## src/rtl/ust_pkg.sv

```systemverilog
package ust_pkg;

    localparam int CAPACITY = 1024;
    localparam int ADDR_W   = $clog2(CAPACITY);
    localparam int CNT_W    = 11;
    localparam int DATA_W   = 32;

    localparam logic KIND_ADD    = 1'b0;
    localparam logic KIND_REMOVE = 1'b1;

    typedef enum logic [1:0] {
        ST_IDLE,
        ST_SEARCH,
        ST_MOVE,
        ST_FINISH
    } state_t;

    typedef struct packed {
        logic              rd_en;
        logic [ADDR_W-1:0] rd_addr;
        logic              wr_en;
        logic [ADDR_W-1:0] wr_addr;
        logic [DATA_W-1:0] wr_data;
    } mem_req_t;

endpackage

```

## src/rtl/ust_ctrl.sv

```systemverilog
module ust_ctrl (
    input  logic                          clk,
    input  logic                          rst_n,
    input  logic                          in_valid,
    output logic                          in_ready,
    input  logic                          kind,
    input  logic signed [31:0]            value,
    output logic                          out_valid,
    input  logic                          out_ready,
    output logic                          ok,
    output logic [ust_pkg::CNT_W-1:0]     count,
    output ust_pkg::mem_req_t             mem_req,
    input  logic [ust_pkg::DATA_W-1:0]    mem_rd_data
);

    ust_pkg::state_t               state_reg, state_next;
    logic                          kind_reg, kind_next;
    logic [ust_pkg::DATA_W-1:0]    value_reg, value_next;
    logic [ust_pkg::ADDR_W-1:0]    idx_reg, idx_next;
    logic [ust_pkg::ADDR_W-1:0]    pos_reg, pos_next;
    logic [ust_pkg::CNT_W-1:0]     fill_reg, fill_next;
    logic                          res_ok_reg, res_ok_next;
    logic                          out_valid_reg, out_valid_next;
    logic                          ok_reg, ok_next;
    logic [ust_pkg::CNT_W-1:0]     count_reg, count_next;
    logic                          hit;
    logic                          last;
    logic                          room;

    assign hit  = (mem_rd_data == value_reg);
    assign last = ((ust_pkg::CNT_W'(idx_reg) + ust_pkg::CNT_W'(1)) == fill_reg);
    assign room = (fill_reg < ust_pkg::CNT_W'(ust_pkg::CAPACITY));

    always_ff @(posedge clk or negedge rst_n)
    begin
        if (!rst_n)
        begin
            state_reg     <= ust_pkg::ST_IDLE;
            fill_reg      <= '0;
            out_valid_reg <= 1'b0;
        end
        else
        begin
            state_reg     <= state_next;
            fill_reg      <= fill_next;
            out_valid_reg <= out_valid_next;
        end
    end

    always_ff @(posedge clk)
    begin
        kind_reg   <= kind_next;
        value_reg  <= value_next;
        idx_reg    <= idx_next;
        pos_reg    <= pos_next;
        res_ok_reg <= res_ok_next;
        ok_reg     <= ok_next;
        count_reg  <= count_next;
    end

    always_comb
    begin
        state_next     = state_reg;
        kind_next      = kind_reg;
        value_next     = value_reg;
        idx_next       = idx_reg;
        pos_next       = pos_reg;
        fill_next      = fill_reg;
        res_ok_next    = res_ok_reg;
        out_valid_next = out_valid_reg;
        ok_next        = ok_reg;
        count_next     = count_reg;
        in_ready       = 1'b0;
        mem_req        = '0;

        if (out_ready)
        begin
            out_valid_next = 1'b0;
        end

        case (state_reg)
            ust_pkg::ST_IDLE:
            begin
                in_ready = 1'b1;
                if (in_valid)
                begin
                    kind_next  = kind;
                    value_next = value;
                    idx_next   = '0;
                    if (fill_reg == '0)
                    begin
                        if (kind == ust_pkg::KIND_ADD)
                        begin
                            mem_req.wr_en   = 1'b1;
                            mem_req.wr_addr = '0;
                            mem_req.wr_data = value;
                            fill_next       = ust_pkg::CNT_W'(1);
                            res_ok_next     = 1'b1;
                        end
                        else
                        begin
                            res_ok_next = 1'b0;
                        end
                        state_next = ust_pkg::ST_FINISH;
                    end
                    else
                    begin
                        mem_req.rd_en   = 1'b1;
                        mem_req.rd_addr = '0;
                        state_next      = ust_pkg::ST_SEARCH;
                    end
                end
            end
            ust_pkg::ST_SEARCH:
            begin
                if (hit)
                begin
                    if (kind_reg == ust_pkg::KIND_REMOVE)
                    begin
                        pos_next        = idx_reg;
                        mem_req.rd_en   = 1'b1;
                        mem_req.rd_addr = ust_pkg::ADDR_W'(fill_reg - ust_pkg::CNT_W'(1));
                        state_next      = ust_pkg::ST_MOVE;
                    end
                    else
                    begin
                        res_ok_next = 1'b0;
                        state_next  = ust_pkg::ST_FINISH;
                    end
                end
                else if (last)
                begin
                    if (kind_reg == ust_pkg::KIND_ADD && room)
                    begin
                        mem_req.wr_en   = 1'b1;
                        mem_req.wr_addr = ust_pkg::ADDR_W'(fill_reg);
                        mem_req.wr_data = value_reg;
                        fill_next       = fill_reg + ust_pkg::CNT_W'(1);
                        res_ok_next     = 1'b1;
                    end
                    else
                    begin
                        res_ok_next = 1'b0;
                    end
                    state_next = ust_pkg::ST_FINISH;
                end
                else
                begin
                    idx_next        = idx_reg + ust_pkg::ADDR_W'(1);
                    mem_req.rd_en   = 1'b1;
                    mem_req.rd_addr = idx_reg + ust_pkg::ADDR_W'(1);
                end
            end
            ust_pkg::ST_MOVE:
            begin
                // last entry fills the freed slot
                mem_req.wr_en   = 1'b1;
                mem_req.wr_addr = pos_reg;
                mem_req.wr_data = mem_rd_data;
                fill_next       = fill_reg - ust_pkg::CNT_W'(1);
                res_ok_next     = 1'b1;
                state_next      = ust_pkg::ST_FINISH;
            end
            ust_pkg::ST_FINISH:
            begin
                if (!out_valid_reg || out_ready)
                begin
                    out_valid_next = 1'b1;
                    ok_next        = res_ok_reg;
                    count_next     = fill_reg;
                    state_next     = ust_pkg::ST_IDLE;
                end
            end
            default:
            begin
                state_next = ust_pkg::ST_IDLE;
            end
        endcase
    end

    assign out_valid = out_valid_reg;
    assign ok        = ok_reg;
    assign count     = count_reg;

endmodule
```

## config.mk

```make
export PLATFORM = sky130hd
export DESIGN_NAME = ust_ctrl
export DESIGN_NICKNAME = d
export VERILOG_FILES = /design/src/rtl/ust_pkg.sv /design/src/rtl/ust_ctrl.sv
export SDC_FILE = /design/constraint.sdc
export NUM_CORES = 1
export LEC_CHECK = 0
export ABC_AREA = 1
export BUFFER_PORTS_ARGS = -buffer_cell sky130_fd_sc_hd__buf_2
export CAP_MARGIN = 20
export CORE_MARGIN = 2
export CORE_UTILIZATION = 47
export DETAILED_ROUTE_END_ITERATION = 10
export PLACE_DENSITY = 0.71
export SETUP_SLACK_MARGIN = 0.1
export SYNTH_ARGS = -nofsm -noshare
export SYNTH_HDL_FRONTEND = slang
export SYNTH_SLANG_ARGS = --single-unit
export TNS_END_PERCENT = 30
```

## constraint.sdc

```tcl
create_clock -name clk -period 3.55 [get_ports clk]
set_input_delay 0.1775 -clock clk [delete_from_list [all_inputs] [get_ports clk]]
set_output_delay 0.1775 -clock clk [all_outputs]
set_load 0.03 [all_outputs]
```

# Word-level counts from Yosys, hierarchy flattened
# Index checks and enable logic that the tools add are counted.
# word_totals
register_bits,80
out_inout_bits,68
elab_cells,87
# op_classes
addsub,4
order_cmp,1
n_eq_ne,15
n_mux,42
n_bitwise,1
n_reduce_logical,14
# op_table
cell,count
43-bit two-way mux,5
43-bit case mux with 3 select lines,1
11-bit two-way mux,10
54-bit two-way mux,1
11-bit case mux with 3 select lines,1
32-bit equality test,1
10-bit two-way mux,3
11-bit case mux with 2 select lines,1
10-bit case mux with 2 select lines,1
"2-bit != test, second input constant",8
1-bit two-way mux,12
"10-bit by 1-bit adder with 11-bit output, second input constant",1
"11-bit by 1-bit adder with 11-bit output, second input constant",1
11-bit equality test,1
11-bit zero test,1
"11-bit < comparator, second input constant",1
"11-bit by 1-bit subtractor with 11-bit output, second input constant",1
"10-bit by 1-bit adder with 10-bit output, second input constant",1
2-bit two-way mux,5
2-bit case mux with 4 select lines,1
7-bit AND reduction,1
"3-bit != test, second input constant",2
3-bit AND reduction,2
5-bit AND reduction,1
other kinds (12),14

# Longest topological paths before layout
# Gate-level depths: netlist (run 1).
# depth
ltp_word,6
mapped_depth,15

# Worst setup path before layout (run 1)
# No wires, ideal clock.
# synth_timing
path_kind,register to register
from,reg idx_reg[0] in the netlist's numbering
to,reg idx_reg[0] in the netlist's numbering (enable)
arrival_ns,2.126
required_ns,3.170
setup_slack_ns,1.044
path_stages_with_launch,13
path_buffers,1
period_less_slack_ns,2.506
cell_sequence,edfxtp_1 ha_1 nand2_4 nor2_4 nand2_1 nand2_1 nand2_1 nand2_1 nand2_1 nand3_4 o21ai_2 buf_2 a21oi_1
# synth_via
elab_chain_len,4
# synth_rtl
element,line_no,text
"start, declared",ust_ctrl.sv:19,"logic [ust_pkg::ADDR_W-1:0] idx_reg, idx_next;"
"start signal, assigned",ust_ctrl.sv:54,idx_reg <= idx_next;
10-bit by 1-bit adder with 11-bit output,ust_ctrl.sv:31,assign last = ((ust_pkg::CNT_W'(idx_reg) + ust_pkg::CNT_W'(1)) == fill_reg);
11-bit equality test,ust_ctrl.sv:31,
2-bit != test (no source line),-,
4-bit AND reduction (no source line),-,
# Every way passes these cells.
# A chain may end at the register's enable or synchronous reset.

==> results of run 1 <==
[worst max-delay path: stages, from the launching register on]
cell and delay, ps:
edfxtp_1 430, xnor2_1 250, nand2_1 80, nor2_1 150, nand2_1 70, nor2_1 250, nand4_1 480, clkinvlp_4 500
nand2_1 90, o21ai_0 90, buf_2 230
[timing repair]
action	4_1_cts	5_1_grt
hold buffers	1	0
gates resized for setup	0	1
hold endpoints to repair	14	0
setup endpoints to repair	0	5
[power breakdown]
group / total (mW) / switching (mW) / internal, mW
registers: 1.71 / 0.333 / 1.37
logic: 3.30 / 2.30 / 1.00
clock network: 0.978 / 0.369 / 0.610
total: 5.99 / 3.01 / 2.98
[final cells by class]
type,count,area (sq um),area share (%)
Clock buffer,9,225,3.18
Multi-Input combinational cell,529,3000,42.3
Sequential cell,80,2330,32.9
Tap cell,172,215,3.04
Inverter,108,409,5.77
Clock inverter,7,86.3,1.22
Timing Repair Buffer,151,821,11.6
[final timing paths]
kind                                      end  slack, ps  cells past startpoint
worst max-delay path              mem_req[50]        420                     10
worst min-delay path            value_reg[23]         30                      1
worst max register to register     idx_reg[9]        830                     11
worst min register to register             ok        470                      0
max in group asynchronous         fill_reg[2]       3030                      2
min in group asynchronous        state_reg[0]        270                      2
[kinds of logic (layout without fill, tap and decap cells)]
group | count (synthesis) | in the layout | synth area share (%)
AND/OR/NAND/NOR | 376 | 376 | 31.7
buffers and inverters | 144 | 275 | 10.7
AO/OA/AOI/OAI | 118 | 118 | 12.7
flip-flops | 80 | 80 | 39.2
XOR/XNOR | 27 | 27 | 3.97
adder cells (fa/ha/maj) | 8 | 8 | 1.68
[layer usage]
metal	up-vias	share of wire (%)	track usage (%)
met5	-	0	0
met4	0	2.3	7.61
met3	25	6.1	3.43
met2	200	48	40.8
met1	2488	43	29.9
li1	2694	-	-
[placed cells by master, fill, tap and decap left out, types with 3 or more instances in the layout]
| master | n |
|---|---|
| xnor2_1 | 19 |
| buf_4 | 12 |
| clkinv_2 | 3 |
| a21oi_1 | 52 |
| buf_2 | 136 |
| nand3b_1 | 3 |
| o21ai_0 | 17 |
| nand2_2 | 4 |
| a21oi_2 | 39 |
| nor2_1 | 70 |
| nor2_4 | 6 |
| dfrtp_1 | 14 |
| clkbuf_16 | 9 |
| inv_1 | 105 |
| nor2_2 | 5 |
| nand4_1 | 5 |
| o21ai_2 | 3 |
| o22ai_1 | 5 |
| nand3_2 | 42 |
| nand3_1 | 53 |
| nand2_1 | 177 |
| nor3_1 | 3 |
| ha_1 | 6 |
| edfxtp_1 | 66 |
| xor2_1 | 8 |
| or2_2 | 4 |
[through the flow]
stage,utilization [%],std cells,hold slack [ps],setup slack (ps)
2_1_floorplan,-,753,-118,1040
3_3_place_gp,54.0,1038,88.3,730
3_5_place_dp,54.0,1038,92.9,724
4_1_cts,56.5,1055,19.2,345
5_1_grt,56.6,1056,24.4,172
6_report,56.6,1056,29.9,423
==> metrics.cfg, run 1 <==
[routing]
drt_iter0_markers = 416
wirelength_microns = 15700
drcViolationCount = 0
vias = 5407
drtAntennaViolNets = 0
wl_per_cell_microns = 14.9
dr.pass1.iters = 5
vias_per_cell = 5.12

[job]
cap_violations = 0

[layout]
drive_above_1_share_pct = 31.2
nets = 956
fillers = 1186
stdcell_area_sq_um = 7090
diodes = 0
largest_reg_flops = 32
syn2layout_area_growth_pct = 19.0

[timing]
setup_violations = 0
skew_ps = 10.1
tightest_slew_ps = 1010
timing.fmax_ghz = 0.320
rsz0062_at_grt = false
relSlewSlack_pct = 32.7
period_needed_ps = 3130
period_share_pct = 88.1
finalSetupTns_ps = 0
drv_slew = 0
hold_viol_final = 0

[clock_tree]
clk_latency_ps = 330
cts_buffer_depth = 2
tritoncts = done
numCtsBuffers = 9
cts.sinks = 80
cts_max_level = 3
clkTransAtPathRegs_ps = 60
cts-root-buf = clkbuf_16
post_cts_buffers = 0

[worst_setup_path]
critPathCaptureType = primary output
r2r-start = idx_reg[0]
arrival_ps = 2950
critPathMaxFanout = 15
crit_start = value_reg[11]
cp-start-kind = flop
crit_required_ps = 3370
worstSetupPathType = reg -> out

[run_status]
status = complete, no violations

[synth]
async_reset_ff_share_pct = 17.5
ys_seq_area_share_pct = 39.2
yosysWarnings = 0
ys_ff_latch = 80
synth_top_cell_by_area = edfxtp_1
synthesis.nets = 830
syn_area_per_cell_sq_um = 7.91
synth_common_cells = nand2_1, inv_1, nor2_1
synth_edf_count = 66
synthFlopType = edfxtp_1
ys_types = 34
netlist.area_leader.share_pct = 33.3
synth.most_common_cell = nand2_1
syn_inst = 753
synth.area.top_cells = edfxtp_1, nand2_1, nand3_2
syn_area_sq_um = 5960

[die]
initial_core_util_pct = 47.6
fp.dieW_microns = 117
coreArea_sq_um = 12500
ios = 137
rows = 41
fp.dieArea_sq_um = 13600
fp.dieH_microns = 117

[power_and_ir_drop]
p_leak_nw = 3.23
powerDensity_nw_per_um2 = 845
power.total_mw = 5.99
vdd_drop_max_mv = 0.545

[min_path]
hold_class = in -> reg
min_from = value[23]

[global_route]
grt_max_degree = 37
antenna_found_initial = 0
grt.total_usage_pct = 23.4
grt_pass1_wl_microns = 24700
grt_pass1_vias = 5054
gr-total-overflow = 0

[place]
io_buffers = 136
place_hpwl_microns = 11600
place.gp.congestion = 0.885
place_area_sq_um = 6750

Note: power is estimated with default switching activity, not from simulation.
==> inputs of run 2 (changes only) <==
==> constraint.sdc (replaced) <==
create_clock -name clk -period 3.55 [get_ports clk]
set_input_delay 0 -clock clk [delete_from_list [all_inputs] [get_ports clk]]
set_output_delay 0 -clock clk [all_outputs]
set_load 0.03 [all_outputs]
==> metrics.cfg, run 2 (same netlist as run 1, synthesis figures left out) <==
[layout]
final_cell_mix = nand2_1, buf_2, inv_1
multi_input_area_sq_um = 3000
post-route-util_pct = 59.2
stdcell_area_sq_um = 7410
fillers = 1135
nets = 985
drive_above_1_share_pct = 29.5
final_common_cell = nand2_1
syn2layout_area_growth_pct = 24.4
largest_reg_flops = 32
regArea_sq_um = 2330

[clock_tree]
clkTransAtPathRegs_ps = 60
cts_max_level = 3
cts_resized = 0
numCtsBuffers = 9
tritoncts = done
cts-root-buf = clkbuf_16
cts.sinks = 80
clk_latency_ps = 340
cts_buffer_depth = 2

[routing]
wl_per_cell_microns = 15.0
vias = 5534
drt_iter0_markers = 516
wirelength_microns = 16300
drtAntennaViolNets = 0
vias_per_cell = 5.10
dr.pass1.iters = 5
drcViolationCount = 0

[run_status]
status = complete, no violations

[global_route]
grt_pass1_wl_microns = 25800
gr-total-overflow = 0
grt_pass1_vias = 5343
grt_max_degree = 40
antenna_found_initial = 1
grt.total_usage_pct = 24.4

[worst_setup_path]
worstSetupPathType = reg -> out
arrival_ps = 3220
critPathMaxFanout = 31
reg2reg_slack_ps = 600
r2r_end = idx_reg[9]
crit_start = state_reg[1]
cp-start-kind = flop
critPathCaptureType = primary output
r2r-start = idx_reg[0]
ff2ff_path_depth = 11
crit_required_ps = 3550

[timing]
tightest_slew_ps = 1060
hold_slack_ps = 94.3
timing.fmax_ghz = 0.311
drv_slew = 0
relSlewSlack_pct = 29.1
setup_violations = 0
rsz0062_at_grt = false
period_share_pct = 90.6
finalSetupTns_ps = 0
hold_viol_final = 0
period_needed_ps = 3220
skew_ps = 8.94

[job]
cap_violations = 0

[power_and_ir_drop]
p_leak_nw = 3.36
vdd_drop_max_mv = 0.403
powerDensity_nw_per_um2 = 818

[die]
fp.dieW_microns = 117
fp.dieArea_sq_um = 13600
coreArea_sq_um = 12500
initial_core_util_pct = 47.6
ios = 137
rows = 41
fp.dieH_microns = 117

[place]
place.gp.congestion = 0.903
io_buffers = 136
place_area_sq_um = 6720
place_hpwl_microns = 11700

[min_path]
hold_class = in -> async

-- run 2: cell count changes in the layout (fill, tap and decap cells not counted) --
cell,previous run,this run
dlygate4sd3_1,1,35
buf_4,12,7
clkbuf_8,0,3
clkinv_2,3,0
clkbuf_1,0,2
clkinvlp_4,2,0
clkinv_1,2,1
diode_2,0,1
inv_1,105,106
-- run 2: layout make-up --
| type | count | share of cell area (%) |
|---|---|---|
| flip-flops and latches | 80 | 31.5 |
| diodes | 1 | 0.0338 |
| inverters | 108 | 5.47 |
| clock buffers | 14 | 3.70 |
| multi-input cells | 529 | 40.5 |
| clock inverters | 2 | 0.810 |
| repair buffers | 180 | 15.2 |
| well taps | 172 | 2.90 |
-- run 2: critical path: stages, from the launching register on --
cell	delay [ps]
dfrtp_1	450
inv_1	110
ha_1	530
inv_1	430
nor2_4	540
buf_12	300
nand3_2	100
a21oi_2	190
buf_2	230
-- run 2: power breakdown --
group	switching [mW]	internal, mW
sequential	0.329	1.37
clock	0.361	0.674
combinational	2.34	0.985
-- run 2: how the worst max path moves through the flow --
| stage | end | slack (ps) | cells past startpoint |
|---|---|---|---|
| after floorplan | idx_reg[0] | 1040 | 12 |
| after global placement | mem_req[34] | 680 | 8 |
| after detailed placement | idx_reg[8] | 600 | 11 |
| after CTS | mem_req[33] | 350 | 8 |
| after global routing | mem_req[16] | 120 | 8 |
| final | mem_req[33] | 330 | 8 |
-- run 2: what timing repair did --
action                                 in CTS  in global routing
setup buffers                               0                  0
endpoints found under the hold margin      48                  0
hold buffers                               35                  0
-- run 2: per-layer routing --
| metal | track usage (%) | up-vias | wire [microns] |
|---|---|---|---|
| met5 | 0 | - | 0 |
| met4 | 6.98 | 0 | 321 |
| met3 | 4.41 | 22 | 1140 |
| met2 | 42.6 | 208 | 7760 |
| met1 | 31.0 | 2549 | 7050 |
| li1 | - | 2755 | - |
-- run 2: through the flow --
stage | std cells | worst slack (ps) | total power, mW
final | 1086 | 334 | 6.06
after floorplan | 753 | 1040 | 4.13
after global placement | 1033 | 677 | 4.94
after global routing | 1086 | 117 | 6.45
after CTS | 1084 | 348 | 6.04
after detailed placement | 1033 | 599 | 4.96
==> inputs of run 3 (changes only) <==
--- a/config.mk
+++ b/config.mk
@@ -5,13 +5,12 @@
 export SDC_FILE = /design/constraint.sdc
 export NUM_CORES = 1
 export LEC_CHECK = 0
-export ABC_AREA = 1
 export BUFFER_PORTS_ARGS = -buffer_cell sky130_fd_sc_hd__buf_2
 export CAP_MARGIN = 20
 export CORE_MARGIN = 2
 export CORE_UTILIZATION = 47
 export DETAILED_ROUTE_END_ITERATION = 10
-export PLACE_DENSITY = 0.71
+export PLACE_DENSITY = 0.73
 export SETUP_SLACK_MARGIN = 0.1
 export SYNTH_ARGS = -nofsm -noshare
 export SYNTH_HDL_FRONTEND = slang
==> metrics.cfg, run 3 <==
[run_status]
status = complete, no violations

[place]
io_buffers = 136
place_hpwl_microns = 10900
post-place-ws_ps = 237
place.gp.congestion = 0.943

[synth]
ys_ff_latch = 80
syn_area_per_cell_sq_um = 10.7
async_reset_ff_share_pct = 17.5
synth_top_cell_by_area = edfxtp_1
ys_types = 61
synth_common_cells = edfxtp_1, xor2_1, a22oi_1
synth.area.top_cells = edfxtp_1, dfrtp_1, xor2_1
ys_seq_area_share_pct = 46.9
syn_area_sq_um = 4970
yosysWarnings = 0
synthFlopType = edfxtp_1
synth.most_common_cell = edfxtp_1
netlist.area_leader.share_pct = 39.9
synthesis.nets = 542
synth_edf_count = 66
syn_inst = 465

[routing]
dr.pass1.iters = 5
vias = 4723
vias_per_cell = 6.09
wl_per_cell_microns = 19.6
drt_iter0_markers = 468
wirelength_microns = 15200
drcViolationCount = 0
drtAntennaViolNets = 0

[power_and_ir_drop]
p_leak_nw = 2.56
pwr-share-clk_pct = 11.4
pwr-share-comb_pct = 57.2
p_int_mw = 2.71
netSwitchingFraction_pct = 48.4
powerDensity_nw_per_um2 = 813
seqPwrFrac_pct = 31.4
vdd_drop_max_mv = 0.481
p_switching_mw = 2.54
power.total_mw = 5.25

[timing]
timing.fmax_ghz = 0.293
relSlewSlack_pct = 41.6
skew_ps = 14.6
drv_slew = 0
period_needed_ps = 3410
fin_ws_ps = 143
rsz0062_at_grt = true
hold_slack_ps = 66.1
hold_viol_final = 0
period_share_pct = 96.0
finalSetupTns_ps = 0
setup_violations = 0
tightest_slew_ps = 873

[global_route]
grt_pass1_wl_microns = 23700
grt_pass1_vias = 4579
grt_max_degree = 36
antenna_found_initial = 0
gr-total-overflow = 0
grt.total_usage_pct = 26.7

[worst_setup_path]
r2r-start = fill_reg[0]
cpLargestDelayFamily = simple AND/OR/NAND/NOR gates
critPathCaptureType = primary output
cp-start-kind = flop
critPathBufInv = 2
critPathMaxFanout = 19
slowest_stage = or4_4
arrival_ps = 3410
crit_required_ps = 3550
crit_chain = ha_1, nand3_2, o22ai_1, or3_1, a2111oi_4, nand4_2, or4_4, nor2_8, buf_12, o2bb2ai_1, buf_4
crit_start = idx_reg[0]
worstSetupPathType = reg -> out
max_stage_delay_ps = 480

[clock_tree]
clk_latency_ps = 370
cts_buffer_depth = 2
cts-root-buf = clkbuf_8
cts_max_level = 3
clkTransAtPathRegs_ps = 90
tritoncts = done
cts.sinks = 80
numCtsBuffers = 9

[layout]
post-route-util_pct = 62.9
syn2layout_area_growth_pct = 30.0
drive_above_1_share_pct = 30.7
final_common_cell = buf_2
nets = 711
final_cell_mix = buf_2, edfxtp_1, buf_4
fillers = 823
largest_reg_flops = 32
multi_input_area_sq_um = 2430
regArea_sq_um = 2330
diodes = 0

[die]
initial_core_util_pct = 48.4
fp.dieW_microns = 107
fp.dieArea_sq_um = 11400
rows = 37
fp.dieH_microns = 107
coreArea_sq_um = 10300
ios = 137

[min_path]
hold_class = in -> async

[job]
cap_violations = 0

## run 3: changes by cell type after synthesis, moves of 9 or more
cell       delta
nand3_1      -38
a21oi_1      -40
a22oi_1      +35
inv_1        -89
o2bb2ai_1    +32
a21oi_2      -39
nor2_1       -44
xor2_1       +31
a22o_2        +9
nor4_1       +11
nand2_1     -152
nand3_2      -42
## run 3: cell families (layout without fill, tap and decap cells)
group / after synthesis / after routing / synth area share [%]
compound gates: 145 / 145 / 22.3
mux: 7 / 7 / 1.49
fa+ha+maj: 8 / 8 / 2.01
simple gates: 118 / 118 / 12.8
buf+inv: 51 / 225 / 4.66
flops: 80 / 80 / 46.9
xor+xnor: 56 / 56 / 9.87
## run 3: area by class of cell
class | instances | share of cell area, %
Tap cell | 136 | 2.63
Sequential cell | 80 | 36.1
Clock inverter | 7 | 0.716
Inverter | 18 | 1.05
Timing Repair Buffer | 191 | 19.9
Clock buffer | 9 | 1.92
Multi-Input combinational cell | 334 | 37.6
## run 3: per-stage QoR
step           cells  area (sq um)
2_1_floorplan    465          4970
3_3_place_gp     721          5790
3_5_place_dp     721          5790
4_1_cts          775          6420
5_1_grt          775          6460
6_report         775          6460
## run 3: final timing paths
path                                 to  slack, ps  cells past startpoint
setup / recovery            mem_req[30]        140                     11
hold / removal             state_reg[0]         70                      2
setup reg to reg            fill_reg[8]        400                     10
hold reg to reg                      ok        430                      0
max in group asynchronous  fill_reg[10]       3220                      2
min in group clk           state_reg[0]        130                      5
## run 3: timing repair
action | CTS | global route
buffers inserted | 3 | 0
endpoints found under the setup margin | 42 | 50
gates resized for setup | 25 | 20
hold endpoints to repair | 49 | 0
pin swaps | 3 | 3
hold buffers | 35 | 0
## run 3: layer usage
metal	vias up	wire (microns)	GRT usage, %
li1	2135	-	-
met1	2287	6370	35.5
met3	42	1240	5.41
met4	0	429	10.8
met5	-	0	0
met2	259	7190	42.8
## run 3: power groups by stage
stage | clock [mW] | combinational, mW | sequential (mW)
after floorplan | 0 | 2.06 | 1.60
after global placement | 0 | 2.79 | 1.65
after detailed placement | 0 | 2.83 | 1.66
after CTS | 0.607 | 2.94 | 1.64
after global routing | 0.654 | 3.25 | 1.68
final | 0.601 | 3.00 | 1.65
